### src/design/sdfr_pkg.sv
// Shared types and constants for the serial dimmer frame receiver.
package sdfr_pkg;

  localparam int BYTE_W = 8;
  localparam int PIN_W  = 18;
  localparam int CFG_IDX_W = 3;

  // Values stored for the three escaped codes.
  localparam logic [BYTE_W-1:0] ESC_VAL_LOW  = 8'h7D;
  localparam logic [BYTE_W-1:0] ESC_VAL_MID  = 8'h7E;
  localparam logic [BYTE_W-1:0] ESC_VAL_HIGH = 8'h7F;

  // Reset values of the configuration registers.
  localparam logic [BYTE_W-1:0] RST_SYNC      = 8'd126;
  localparam logic [BYTE_W-1:0] RST_PAD       = 8'd125;
  localparam logic [BYTE_W-1:0] RST_ESC       = 8'd127;
  localparam logic [BYTE_W-1:0] RST_CODE_LOW  = 8'd47;
  localparam logic [BYTE_W-1:0] RST_CODE_MID  = 8'd48;
  localparam logic [BYTE_W-1:0] RST_CODE_HIGH = 8'd49;
  localparam logic [BYTE_W-1:0] RST_ADDR      = 8'd128;

  // Reset value of the PWM counter, so the first tick wraps to zero.
  localparam logic [BYTE_W-1:0] PWM_CNT_RST = 8'hFF;

  // Register indexes on the configuration port.
  typedef enum logic [CFG_IDX_W-1:0] {
    REG_SYNC      = 3'd0,
    REG_PAD       = 3'd1,
    REG_ESC       = 3'd2,
    REG_CODE_LOW  = 3'd3,
    REG_CODE_MID  = 3'd4,
    REG_CODE_HIGH = 3'd5,
    REG_ADDR      = 3'd6,
    REG_POLARITY  = 3'd7
  } cfg_reg_t;

  typedef struct packed {
    logic [BYTE_W-1:0] sync_byte;
    logic [BYTE_W-1:0] pad_byte;
    logic [BYTE_W-1:0] escape_byte;
    logic [BYTE_W-1:0] escape_code_low;
    logic [BYTE_W-1:0] escape_code_mid;
    logic [BYTE_W-1:0] escape_code_high;
    logic [BYTE_W-1:0] device_address;
    logic              sink_polarity;
  } cfg_t;

  // Classified word passed from the front end to the back end.
  typedef struct packed {
    logic              mode;
    logic [BYTE_W-1:0] rx_byte;
    logic              is_sync;
    logic              is_pad;
    logic              is_esc;
    logic              is_addr;
    logic              above_addr;
    logic              code_low;
    logic              code_mid;
    logic              code_high;
  } item_t;

  typedef struct packed {
    logic              tx_valid;
    logic [BYTE_W-1:0] tx_byte;
    logic [PIN_W-1:0]  pin_levels;
    logic              frame_done;
  } result_t;

endpackage

### src/design/serial_dimmer_frame_receiver_pwm.sv
// Top level of the serial dimmer frame receiver with PWM outputs.
//
//   Channel  Direction  Word contents
//   in_      slave      tdata: rx_byte; tuser: mode (0 byte, 1 tick)
//   out_     master     tdata: tx_byte, pin_levels; tuser: tx_valid; tlast: frame_done
//   cfg_     write      cfg_index selects the register, cfg_wdata its value
//
// One word is accepted per cycle while the queue has room. It is written into
// the two-entry queue, then the back end parses it or runs the PWM step while
// loading the output register, from which its result is offered.
// Reset is synchronous on rst_n low and clears parser, PWM and channel state.
// A stall on out_ fills the queue and then drops in_tready.
module serial_dimmer_frame_receiver_pwm #(
  parameter int CHANNELS = 18
) (
  input  logic                           clk,
  input  logic                           rst_n,
  // Input words.
  input  logic                           in_tvalid,
  output logic                           in_tready,
  input  logic [7:0]                     in_tdata,   // [7:0] rx_byte
  input  logic                           in_tuser,   // [0] mode
  // Result words.
  output logic                           out_tvalid,
  input  logic                           out_tready,
  output logic [31:0]                    out_tdata,  // [7:0] tx_byte, [25:8] pin_levels
  output logic                           out_tuser,  // [0] tx_valid
  output logic                           out_tlast,  // frame_done
  // Configuration writes.
  input  logic                           cfg_we,
  input  logic [sdfr_pkg::CFG_IDX_W-1:0] cfg_index,
  input  logic [sdfr_pkg::BYTE_W-1:0]    cfg_wdata
);

  sdfr_pkg::cfg_t    cfg;
  sdfr_pkg::item_t   push_item;
  sdfr_pkg::item_t   head_item;
  sdfr_pkg::result_t result;
  logic              q_full;
  logic              q_push;
  logic              q_pop;
  logic              q_valid;

  sdfr_cfg u_cfg (
    .clk       (clk),
    .rst_n     (rst_n),
    .cfg_we    (cfg_we),
    .cfg_index (cfg_index),
    .cfg_wdata (cfg_wdata),
    .cfg_o     (cfg)
  );

  sdfr_front u_front (
    .in_tvalid (in_tvalid),
    .in_tready (in_tready),
    .in_tdata  (in_tdata),
    .in_tuser  (in_tuser),
    .cfg_i     (cfg),
    .q_full_i  (q_full),
    .q_push_o  (q_push),
    .q_item_o  (push_item)
  );

  sdfr_queue u_queue (
    .clk     (clk),
    .rst_n   (rst_n),
    .push_i  (q_push),
    .item_i  (push_item),
    .full_o  (q_full),
    .pop_i   (q_pop),
    .valid_o (q_valid),
    .item_o  (head_item)
  );

  sdfr_back #(
    .CHANNELS (CHANNELS)
  ) u_back (
    .clk          (clk),
    .rst_n        (rst_n),
    .cfg_i        (cfg),
    .q_valid_i    (q_valid),
    .q_item_i     (head_item),
    .q_pop_o      (q_pop),
    .out_valid_o  (out_tvalid),
    .out_ready_i  (out_tready),
    .out_result_o (result)
  );

  // Pack the result word.
  assign out_tdata = {6'd0, result.pin_levels, result.tx_byte};
  assign out_tuser = result.tx_valid;
  assign out_tlast = result.frame_done;

endmodule

### src/design/sdfr_cfg.sv
// Configuration register file written through the plain write port.
module sdfr_cfg (
  input  logic                           clk,
  input  logic                           rst_n,
  input  logic                           cfg_we,
  input  logic [sdfr_pkg::CFG_IDX_W-1:0] cfg_index,
  input  logic [sdfr_pkg::BYTE_W-1:0]    cfg_wdata,
  output sdfr_pkg::cfg_t                 cfg_o
);

  sdfr_pkg::cfg_t cfg_r;

  // Register writes, one register per index.
  always_ff @(posedge clk) begin
    if (!rst_n) begin
      cfg_r.sync_byte        <= sdfr_pkg::RST_SYNC;
      cfg_r.pad_byte         <= sdfr_pkg::RST_PAD;
      cfg_r.escape_byte      <= sdfr_pkg::RST_ESC;
      cfg_r.escape_code_low  <= sdfr_pkg::RST_CODE_LOW;
      cfg_r.escape_code_mid  <= sdfr_pkg::RST_CODE_MID;
      cfg_r.escape_code_high <= sdfr_pkg::RST_CODE_HIGH;
      cfg_r.device_address   <= sdfr_pkg::RST_ADDR;
      cfg_r.sink_polarity    <= 1'b0;
    end else if (cfg_we) begin
      unique case (cfg_index)
        sdfr_pkg::REG_SYNC:      cfg_r.sync_byte        <= cfg_wdata;
        sdfr_pkg::REG_PAD:       cfg_r.pad_byte         <= cfg_wdata;
        sdfr_pkg::REG_ESC:       cfg_r.escape_byte      <= cfg_wdata;
        sdfr_pkg::REG_CODE_LOW:  cfg_r.escape_code_low  <= cfg_wdata;
        sdfr_pkg::REG_CODE_MID:  cfg_r.escape_code_mid  <= cfg_wdata;
        sdfr_pkg::REG_CODE_HIGH: cfg_r.escape_code_high <= cfg_wdata;
        sdfr_pkg::REG_ADDR:      cfg_r.device_address   <= cfg_wdata;
        sdfr_pkg::REG_POLARITY:  cfg_r.sink_polarity    <= cfg_wdata[0];
      endcase
    end
  end

  assign cfg_o = cfg_r;

endmodule

### src/design/sdfr_front.sv
// Front end: accepts input words and classifies received bytes.
module sdfr_front (
  input  logic                        in_tvalid,
  output logic                        in_tready,
  input  logic [sdfr_pkg::BYTE_W-1:0] in_tdata,
  input  logic                        in_tuser,
  input  sdfr_pkg::cfg_t              cfg_i,
  input  logic                        q_full_i,
  output logic                        q_push_o,
  output sdfr_pkg::item_t             q_item_o
);

  // Accept whenever the queue has room.
  assign in_tready = !q_full_i;
  assign q_push_o  = in_tvalid && !q_full_i;

  // Compare the byte against every programmed marker in parallel.
  always_comb begin
    q_item_o.mode       = in_tuser;
    q_item_o.rx_byte    = in_tdata;
    q_item_o.is_sync    = (in_tdata == cfg_i.sync_byte);
    q_item_o.is_pad     = (in_tdata == cfg_i.pad_byte);
    q_item_o.is_esc     = (in_tdata == cfg_i.escape_byte);
    q_item_o.is_addr    = (in_tdata == cfg_i.device_address);
    q_item_o.above_addr = (in_tdata > cfg_i.device_address);
    q_item_o.code_low   = (in_tdata == cfg_i.escape_code_low);
    q_item_o.code_mid   = (in_tdata == cfg_i.escape_code_mid);
    q_item_o.code_high  = (in_tdata == cfg_i.escape_code_high);
  end

endmodule

### src/design/sdfr_queue.sv
// Two-entry queue of classified words between front and back end.
module sdfr_queue (
  input  logic            clk,
  input  logic            rst_n,
  input  logic            push_i,
  input  sdfr_pkg::item_t item_i,
  output logic            full_o,
  input  logic            pop_i,
  output logic            valid_o,
  output sdfr_pkg::item_t item_o
);

  sdfr_pkg::item_t mem_r [2];
  logic            wr_ptr_r;
  logic            rd_ptr_r;
  logic [1:0]      count_r;
  logic [1:0]      count_nxt;

  assign full_o  = (count_r == 2'd2);
  assign valid_o = (count_r != 2'd0);
  assign item_o  = mem_r[rd_ptr_r];

  always_comb begin
    count_nxt = count_r + {1'b0, push_i} - {1'b0, pop_i};
  end

  // Pointers and occupancy.
  always_ff @(posedge clk) begin
    if (!rst_n) begin
      wr_ptr_r <= 1'b0;
      rd_ptr_r <= 1'b0;
      count_r  <= 2'd0;
    end else begin
      if (push_i) wr_ptr_r <= !wr_ptr_r;
      if (pop_i)  rd_ptr_r <= !rd_ptr_r;
      count_r <= count_nxt;
    end
  end

  // Entry storage needs no reset.
  always_ff @(posedge clk) begin
    if (push_i) mem_r[wr_ptr_r] <= item_i;
  end

endmodule

### src/design/sdfr_back.sv
// Back end: frame parser, PWM engine and output register.
module sdfr_back #(
  parameter int CHANNELS = 18
) (
  input  logic              clk,
  input  logic              rst_n,
  input  sdfr_pkg::cfg_t    cfg_i,
  input  logic              q_valid_i,
  input  sdfr_pkg::item_t   q_item_i,
  output logic              q_pop_o,
  output logic              out_valid_o,
  input  logic              out_ready_i,
  output sdfr_pkg::result_t out_result_o
);

  localparam int IDX_W = (CHANNELS > 1) ? $clog2(CHANNELS) : 1;
  localparam logic [IDX_W-1:0] LAST_IDX = IDX_W'(CHANNELS - 1);
  localparam int WIDE_W = (CHANNELS > sdfr_pkg::PIN_W) ? CHANNELS : sdfr_pkg::PIN_W;

  typedef enum logic [1:0] {
    PH_HUNT,
    PH_CMD,
    PH_CAPTURE,
    PH_ESCAPED
  } phase_t;

  phase_t                      phase_r, phase_nxt;
  logic [IDX_W-1:0]            idx_r, idx_nxt;
  logic [sdfr_pkg::BYTE_W-1:0] pend_r [CHANNELS];
  logic [sdfr_pkg::BYTE_W-1:0] act_r  [CHANNELS];
  logic [sdfr_pkg::BYTE_W-1:0] cnt_r, cnt_nxt;
  logic [CHANNELS-1:0]         next_r, next_nxt;
  logic [CHANNELS-1:0]         shown_r, shown_nxt;
  logic                        out_valid_r;
  sdfr_pkg::result_t           out_r, out_nxt;

  logic                        wrap;
  logic [CHANNELS-1:0]         match;
  logic                        slot_used;
  logic                        pend_we;
  logic [sdfr_pkg::BYTE_W-1:0] pend_val;
  logic [CHANNELS-1:0]         pin_on;
  logic [WIDE_W-1:0]           pin_wide;

  // Take a word whenever the output register is free or being emptied.
  assign q_pop_o = q_valid_i && (!out_valid_r || out_ready_i);

  // Per-channel compare; at wrap the pending values are the ones in force.
  assign cnt_nxt = q_item_i.mode ? (cnt_r + 8'd1) : cnt_r;
  assign wrap    = q_item_i.mode && (cnt_nxt == '0);

  always_comb begin
    for (int i = 0; i < CHANNELS; i++) begin
      match[i] = ((wrap ? pend_r[i] : act_r[i]) == cnt_nxt);
    end
  end

  // Parser and tick handling for the word at the head of the queue.
  always_comb begin
    phase_nxt = phase_r;
    idx_nxt   = idx_r;
    slot_used = 1'b0;
    pend_we   = 1'b0;
    pend_val  = q_item_i.rx_byte;
    shown_nxt = shown_r;
    next_nxt  = next_r;
    out_nxt.tx_valid   = 1'b0;
    out_nxt.tx_byte    = '0;
    out_nxt.frame_done = 1'b0;

    if (q_item_i.mode) begin
      shown_nxt = next_r;
      next_nxt  = (wrap ? '0 : next_r) | match;
    end else begin
      unique case (phase_r)
        PH_HUNT: begin
          out_nxt.tx_valid = 1'b1;
          out_nxt.tx_byte  = q_item_i.rx_byte;
          if (q_item_i.is_sync) phase_nxt = PH_CMD;
        end
        PH_CMD: begin
          if (q_item_i.is_addr) begin
            idx_nxt   = '0;
            phase_nxt = PH_CAPTURE;
          end else begin
            out_nxt.tx_valid = 1'b1;
            out_nxt.tx_byte  = q_item_i.above_addr ? (q_item_i.rx_byte - 8'd1)
                                                   : q_item_i.rx_byte;
            phase_nxt = PH_HUNT;
          end
        end
        PH_CAPTURE: begin
          priority if (q_item_i.is_pad) begin
            // Filler is dropped.
          end else if (q_item_i.is_esc) begin
            phase_nxt = PH_ESCAPED;
          end else begin
            slot_used = 1'b1;
            pend_we   = 1'b1;
          end
        end
        PH_ESCAPED: begin
          // An unknown code still uses up its channel slot.
          slot_used = 1'b1;
          priority if (q_item_i.code_low) begin
            pend_we  = 1'b1;
            pend_val = sdfr_pkg::ESC_VAL_LOW;
          end else if (q_item_i.code_mid) begin
            pend_we  = 1'b1;
            pend_val = sdfr_pkg::ESC_VAL_MID;
          end else if (q_item_i.code_high) begin
            pend_we  = 1'b1;
            pend_val = sdfr_pkg::ESC_VAL_HIGH;
          end else begin
            pend_we  = 1'b0;
          end
        end
      endcase

      if (slot_used) begin
        if (idx_r == LAST_IDX) begin
          idx_nxt            = '0;
          phase_nxt          = PH_HUNT;
          out_nxt.frame_done = 1'b1;
        end else begin
          idx_nxt   = idx_r + 1'b1;
          phase_nxt = PH_CAPTURE;
        end
      end
    end

    // Pin levels from the on-mask and the sink polarity.
    pin_on   = cfg_i.sink_polarity ? shown_nxt : ~shown_nxt;
    pin_wide = WIDE_W'(pin_on);
    out_nxt.pin_levels = pin_wide[sdfr_pkg::PIN_W-1:0];
  end

  // State, value stores and the output register.
  always_ff @(posedge clk) begin
    if (!rst_n) begin
      phase_r     <= PH_HUNT;
      idx_r       <= '0;
      cnt_r       <= sdfr_pkg::PWM_CNT_RST;
      next_r      <= '0;
      shown_r     <= '0;
      out_valid_r <= 1'b0;
      for (int i = 0; i < CHANNELS; i++) begin
        pend_r[i] <= '0;
        act_r[i]  <= '0;
      end
    end else begin
      out_valid_r <= q_pop_o || (out_valid_r && !out_ready_i);
      if (q_pop_o) begin
        phase_r <= phase_nxt;
        idx_r   <= idx_nxt;
        cnt_r   <= cnt_nxt;
        next_r  <= next_nxt;
        shown_r <= shown_nxt;
        out_r   <= out_nxt;
        if (pend_we) pend_r[idx_r] <= pend_val;
        if (wrap) begin
          for (int i = 0; i < CHANNELS; i++) act_r[i] <= pend_r[i];
        end
      end
    end
  end

  assign out_valid_o  = out_valid_r;
  assign out_result_o = out_r;

endmodule

### config.mk
export PLATFORM = sky130hd
export DESIGN_NAME = serial_dimmer_frame_receiver_pwm
export DESIGN_NICKNAME = d
export VERILOG_FILES = /design/src/design/sdfr_pkg.sv /design/src/design/serial_dimmer_frame_receiver_pwm.sv /design/src/design/sdfr_cfg.sv /design/src/design/sdfr_front.sv /design/src/design/sdfr_queue.sv /design/src/design/sdfr_back.sv
export SDC_FILE = /design/constraint.sdc
export NUM_CORES = 1
export LEC_CHECK = 0
export ABC_CLOCK_PERIOD_IN_PS = 6300
export BUFFER_PORTS_ARGS = -buffer_cell sky130_fd_sc_hd__buf_2
export CAP_MARGIN = 20
export CORE_AREA = 10 10 202 242
export DETAILED_ROUTE_END_ITERATION = 7
export DIE_AREA = 0 0 212 252
export PLACE_DENSITY = 0.71
export SLEW_MARGIN = 0
export SYNTH_ARGS = -nofsm -noshare
export SYNTH_HDL_FRONTEND = slang
export SYNTH_SLANG_ARGS = --single-unit
### constraint.sdc
create_clock -name clk -period 6.3 [get_ports clk]
set_input_delay 0.315 -clock clk [delete_from_list [all_inputs] [get_ports clk]]
set_output_delay 0.315 -clock clk [all_outputs]
set_load 0.05 [all_outputs]
## Word-level counts from Yosys, hierarchy flattened

Memory sizes are Yosys's and may differ from the RTL's. A register that Yosys moved wholly into a read port is not among the register bits.
Cells that the tools add are included.

- Register bits: 141
- Latch bits: 0
- RAM bits: 322
- Memory bits (read-only): 0
- Output and inout bits: 36
- Memories: 3

- Add/subtract/negate cells: 5
- Multipliers: 0
- Div/mod/pow operators: 0
- $lt $le $gt $ge: 1
- Equal/unequal tests: 40
- Shifts and indexed selects: 0
- Multiplexer cells: 85
- Bitwise logic cells: 22
- Reductions and logical operators: 32

Memories:

| name | words | bits a word | rd ports | clocked after Yosys merged registers in | wr ports | RTL line | text |
|---|---|---|---|---|---|---|---|
| u_back.act_r | 18 | 8 | 18 | 0 | 18 | sdfr_back.sv:30 | `logic [sdfr_pkg::BYTE_W-1:0] act_r [CHANNELS];` |
| u_back.pend_r | 18 | 8 | 18 | 0 | 18 | sdfr_back.sv:29 | `logic [sdfr_pkg::BYTE_W-1:0] pend_r [CHANNELS];` |
| u_queue.mem_r | 2 | 17 | 1 | 1 | 1 | sdfr_queue.sv:13 | `sdfr_pkg::item_t mem_r [2];` |

Operators by type and width:

| kind | number |
|---|---|
| $mux W8 | 44 |
| $eq A8 B8 Y1 | 25 |
| $mux W18 | 3 |
| $mux W5 | 5 |
| $mux W1 | 22 |
| $reduce_and A2 Y1 | 10 |
| $not A18 Y18 | 1 |
| $or A1 B1 Y1 | 18 |
| $or A18 B18 Y18 | 1 |
| $pmux W9 S2 | 1 |
| $eq A3 B3 Y1 const B | 4 |
| $mux W2 | 6 |
| $mux W9 | 1 |
| $ne A3 B2 Y1 const B | 3 |
| $add A8 B1 Y8 const B | 1 |
| $gt A8 B8 Y1 | 1 |
| $logic_not A8 Y1 | 1 |
| $reduce_or A8 Y1 | 1 |
| $sub A8 B1 Y8 const B | 1 |
| $eq A2 B2 Y1 const B | 3 |
| $eq A3 B2 Y1 const B | 2 |
| $pmux W2 S3 | 1 |
| $reduce_and A6 Y1 | 1 |
| $reduce_bool A2 Y1 | 3 |
| 16 further kinds | 26 |

## Logic depth before layout (Yosys ltp)

- Word-level depth: 11
- Depth in mapped cells: 14

## Modules after synthesis

From an unflattened synthesis, not the netlist that was laid out.

- Cells, all modules: 2003
- Area, all modules: 22597.9 um^2

By module, submodules not included:

| module | times used | cells each | area an instance (um^2) | seq. area each (um^2) |
|---|---|---|---|---|
| sdfr_back | 1 | 1591 | 17850.9 | 10530.1 |
| sdfr_cfg | 1 | 218 | 2293.4 | 1141.1 |
| sdfr_queue | 1 | 74 | 1508.9 | 1121.1 |
| sdfr_front | 1 | 113 | 895.9 | 0.0 |
| serial_dimmer_frame_receiver_pwm | 1 | 7 | 48.8 | 0.0 |

## Least setup slack after synthesis

OpenSTA, ideal clock, no wires.

- Path type: reg2reg
- From: register u_back.cnt_r[1] (netlist bit)
- To: memory u_back.act_r[0][0] (netlist bit), enable pin
- Setup time: 496 ps
- Arrival: 5246 ps
- Data required time: 5804 ps
- Setup slack: 558 ps
- Stages on the path, launching flop included: 11
- Clock period less this slack: 5742 ps
- Cells stage by stage: dfxtp_1 -> ha_1 -> nand3_1 -> o31a_1 -> or2_1 -> buf_2 -> nor3_2 -> clkbuf_1 -> a21oi_1 -> clkbuf_1 -> inv_1

RTL lines:

| what | RTL line | text |
|---|---|---|
| start, declared | sdfr_back.sv:31 | `logic [sdfr_pkg::BYTE_W-1:0] cnt_r, cnt_nxt;` |
| start signal, assigned | sdfr_back.sv:143 | `cnt_r <= sdfr_pkg::PWM_CNT_RST;` |
| start signal, assigned | sdfr_back.sv:156 | `cnt_r <= cnt_nxt;` |
| end, declared | sdfr_back.sv:30 |  |

## Worst setup path in the final report

- From: register u_back.cnt_r[0] (netlist bit)
- To: register u_back.next_r[9]

- Word-level cells in the longest chain between the ends: 7
- Elaborated cells on any way between the ends: 8
- Classes of those cells: add/sub: 1; eq/ne: 1; mux: 3; bitwise: 1; reduce/logical: 2

Ends and longest elaborated chain:

| what | RTL line | text |
|---|---|---|
| $add A8 B1 Y8 | sdfr_back.sv:49 | `assign cnt_nxt = q_item_i.mode ? (cnt_r + 8'd1) : cnt_r;` |
| $mux W8 * | sdfr_back.sv:49 |  |
| $logic_not A8 Y1 | sdfr_back.sv:50 | `assign wrap = q_item_i.mode && (cnt_nxt == '0);` |
| $logic_and A1 B1 Y1 | sdfr_back.sv:50 |  |
| $mux W8 | sdfr_back.sv:54 | `match[i] = ((wrap ? pend_r[i] : act_r[i]) == cnt_nxt);` |
| $eq A8 B8 Y1 | sdfr_back.sv:54 |  |
| $or A18 B18 Y18 * | sdfr_back.sv:73 | `next_nxt = (wrap ? '0 : next_r) \| match;` |
| end signal, assigned | sdfr_back.sv:157 | `next_r <= next_nxt;` |
| end, declared | sdfr_back.sv:32 | `logic [CHANNELS-1:0] next_r, next_nxt;` |

Mark *: on every way between the ends. The rest lies on a longest branch, timed or not.
A chain may end at the register's enable or synchronous reset.

==> results.md <==
* Status: completed
* Worst endpoint required time at approximately 6.8 ns
* Synth Area in Adders at just over 1%
* Synth Register Bits at about 460
* Root Driver: clkbuf_16
* Crit start category: register
* Tot Pwr at roughly 10000 uW
* Post-synthesis simple-gate area fraction at 19.0%
* Die W at ~210 microns
* CTS tree: built
* Initial DRC Count at ~1100
* Syn Inst Count at approximately 2000
* Ys Warns at 0
* Top-count cell post-synth: edfxtp_1
* Switching power at 3640 uW
* Placer Congestion at around 0.84
* Hold Path Class: primary input to register
* Fillers at approximately 3600
* Fin crit share at about 72%
* Final max-slew violation count at 0
* Ys flop type: edfxtp_1
* Crit path kind: register to register
* RSZ-0062 raised after global routing: no
* Fin. Hold Viols at 0
* CTS sink cnt at 464
* Sw Ratio at between 30% and 40%
* Synth Area in Compound Gates at approximately 6.9%
* Post-synth ARST share at 0%
* Gate power share at around a third
* Post-DP HPWL at 33.6 mm
* Pint at 6290 uW
* Clock network power share at about 29%
* P_leak at 0.00931 uW
* Clock Skew at around 0.036 ns
* Reg power frac at a little under two fifths
* CP arrival at 5.03 ns
* Worst reg-to-reg setup slack at roughly 1.8 ns
* Routed vias at between 15000 and 20000
* Post-synthesis mux area share at 4.65%
* Final WL at about 55 mm
* Critical Path Max Stage Delay at 0.94 ns
* Chip height at between 200 and 300 microns
* Iteration count of the initial detailed-routing pass at 5
* Fmax at around 0.22 GHz
* # IOs at 61
* Area leader, netlist: edfxtp_1
* Vias/cell at about 5.9
* CTS resizes at 0
* Post-Synthesis Cell Area at roughly 22000 sq um
* Die area at 53400 sq um
* Area delta synth->final at 11.1%
* Crit-path max FO at 66
* Max Cap Viol at 0
* Crit path from: u_back.cnt_r[0]
* CP endpoint: u_back.next_r[9]
* Port bufs at between 50 and 60
* Count of cell types in the netlist at a little under 70
* Clock Latency Late Sink at slightly above 0.6 ns
* Relative slew margins at roughly 28%
* Layout cells sized above 1 at under 10%
* Global-route wire length before repair at 85.6 mm
* Peak VDD IR at 0.393 mV
* H-tree depth at 2
* All-Layer GR Usage at 20.4%
* GRT overflow at 0
* Core Box Area at 43800 sq um
* Syn_area_per_cell at approximately 11 sq um
* Post-route antenna net violation count at 0
* DRC at 0
* Number of global-route vias before repair at between 15000 and 20000
* Min cycle time layout at 4.53 ns
* Worst reg2reg endpoint: u_back.next_r[9]
* Clk slew on worst S/H paths at ~0.060 ns
* Number of diodes at 0
* Synth area leaders: edfxtp_1 48%, dfxtp_1 10%, nand2_1 4.9%, xnor2_1 4.9%, and3_1 4.4%
* Num CTS Buffers at 48
* CP max-delay cell: or3_4
* Setup-failing EPs final at 0
* Post-synth EDFFs at 350
* PwrDens at between 400 and 500 nW/um^2
* Starting Density at between 40% and 50%
* CP cell instances: nand3_1, nor3_4, mux2i_1, or3_4, buf_4, mux2i_1, xnor2_1, nand4_1, o31ai_1
* Sequential fraction of the synthesis area at around 60%
* Worst Tran Pin Value at around 1.1 ns
* CP most frequent cell: mux2i_1
* Nets at ~2100
* Initial antenna violation count at 0
* Hold path start: cfg_wdata[2]
* Largest family of logic cells by synthesized area: simple AND/OR/NAND/NOR gates
* Row cnt at 84
* Post-synth top area share at 48.2%
* Synth Area in XOR/XNOR at under 10%
* Largest net degree at the start of global routing at roughly 110
* Reg2Reg Depth at 9
* R2r startpoint: u_back.cnt_r[0]
* Post-DR wirelength/cell at between 20 and 25 microns
* CTS max path bufs at 3
* Worst setup EP type: register
* Setup TNS at 0 ns
* Synth top cells by count: 350 x edfxtp_1, 285 x nand2_1, 220 x nor2_1
-- metal layers --
metal  share of wire (%)  wire length [microns]  vias up  global-route usage [%]
li1                    -                      -     7227                       -
met1                  39                  21100     7610                    24.0
met2                  50                  27200      590                    35.2
met3                 7.5                   4120      148                    4.02
met4                 4.0                   2210        0                    9.13
met5                   0                      0        -                       0
-- metrics by stage --
| stage | util [%] | instances | setup WS [ns] | cell area, sq um | hold WS, ns |
|---|---|---|---|---|---|
| after floorplan | - | 2025 | 0.558 | 21800 | 0.414 |
| after global placement | 51.6 | 2530 | 2.00 | 22600 | 0.441 |
| after detailed placement | 51.6 | 2530 | 1.81 | 22600 | 0.447 |
| after CTS | 55.3 | 2620 | 1.79 | 24200 | 0.0337 |
| after global routing | 55.3 | 2621 | 1.47 | 24200 | 0.0556 |
| final | 55.3 | 2621 | 1.77 | 24200 | 0.0652 |
-- critical path: cells and delay by family, from the launching register on --
kind | cells | cell delay, ns
simple gates | 4 | 1.86
mux | 2 | 0.97
buf+inv | 1 | 0.51
flops | 1 | 0.72
compound gates | 1 | 0.23
xor+xnor | 1 | 0.15
-- state kept, by name (all words and copies together) (netlist names), 2 cells and up, named ones only --
name                 count
u_back.shown_r          18
u_queue.count_r          2
u_back.out_result_o     28
u_back.next_r           18
u_back.cnt_r             8
u_back.act_r           144
u_back.phase_r           2
u_cfg.cfg_o             57
u_queue.mem_r           34
u_back.idx_r             5
u_back.pend_r          144
-- cells by family (layout without fill, tap and decap cells) --
kind of cell / after synthesis / in the layout
simple gates: 883 / 883
flops: 464 / 464
compound gates: 220 / 220
buf+inv: 173 / 210
xor+xnor: 161 / 161
mux: 100 / 100
fa+ha+maj: 18 / 18
other cells: 1 / 6
-- layout make-up --
cell class              count  area (sq um)  share of cell area [%]
inverters                  32           125                   0.516
flip-flops and latches    464         12800                    52.8
well taps                 559           699                    2.89
repair buffers             89           556                    2.29
clock inverters            21           209                   0.862
clock buffers              68          1370                    5.65
multi-input cells        1388          8480                    35.0
-- layout by cell type (no fill, tap or decap), types with 7 or more instances in the layout --
cell and n:
edfxtp_1 350, nand2_1 285, nor2_1 218, and3_1 153, xnor2_1 120, dfxtp_1 114
mux2i_1 91, a21oi_1 68, nand3_1 59, buf_2 54, nor3_1 52, clkbuf_16 50
nand4_1 41, xor2_1 37, buf_4 32, inv_1 29, or3_1 27, o211ai_1 19
ha_1 18, o21ai_0 14, a211o_1 14, o311ai_0 13, o31ai_1 13, clkbuf_1 13
a211oi_1 12, nor2b_1 9, o21a_1 8, o2111ai_1 7, clkinv_2 7
-- what timing repair did --
action                    4_1_cts  5_1_grt
hold endpoints to repair        2        0
buffers inserted                0        0
hold buffers                    1        0
-- power by group through the flow --
| stage | sequential (uW) | combinational (uW) | clock [uW] |
|---|---|---|---|
| 2_1_floorplan | 3730 | 2300 | 0 |
| 4_1_cts | 3640 | 3380 | 2900 |
| 3_5_place_dp | 3700 | 3370 | 0 |
| 3_3_place_gp | 3700 | 3310 | 0 |
| 6_report | 3640 | 3430 | 2860 |
| 5_1_grt | 3670 | 3700 | 3010 |
-- how the worst min path moves through the flow --
| stage | to | slack [ns] | cells past startpoint |
|---|---|---|---|
| 6_report | u_cfg.cfg_o[11] | 0.07 | 3 |
| 2_1_floorplan | u_queue.mem_r[0][10] | 0.41 | 0 |
| 3_3_place_gp | u_back.shown_r[15] | 0.44 | 2 |
| 5_1_grt | u_cfg.cfg_o[24] | 0.06 | 3 |
| 4_1_cts | u_cfg.cfg_o[12] | 0.03 | 3 |
| 3_5_place_dp | u_back.shown_r[14] | 0.45 | 2 |
No activity file was read; power rests on OpenSTA's default activity.
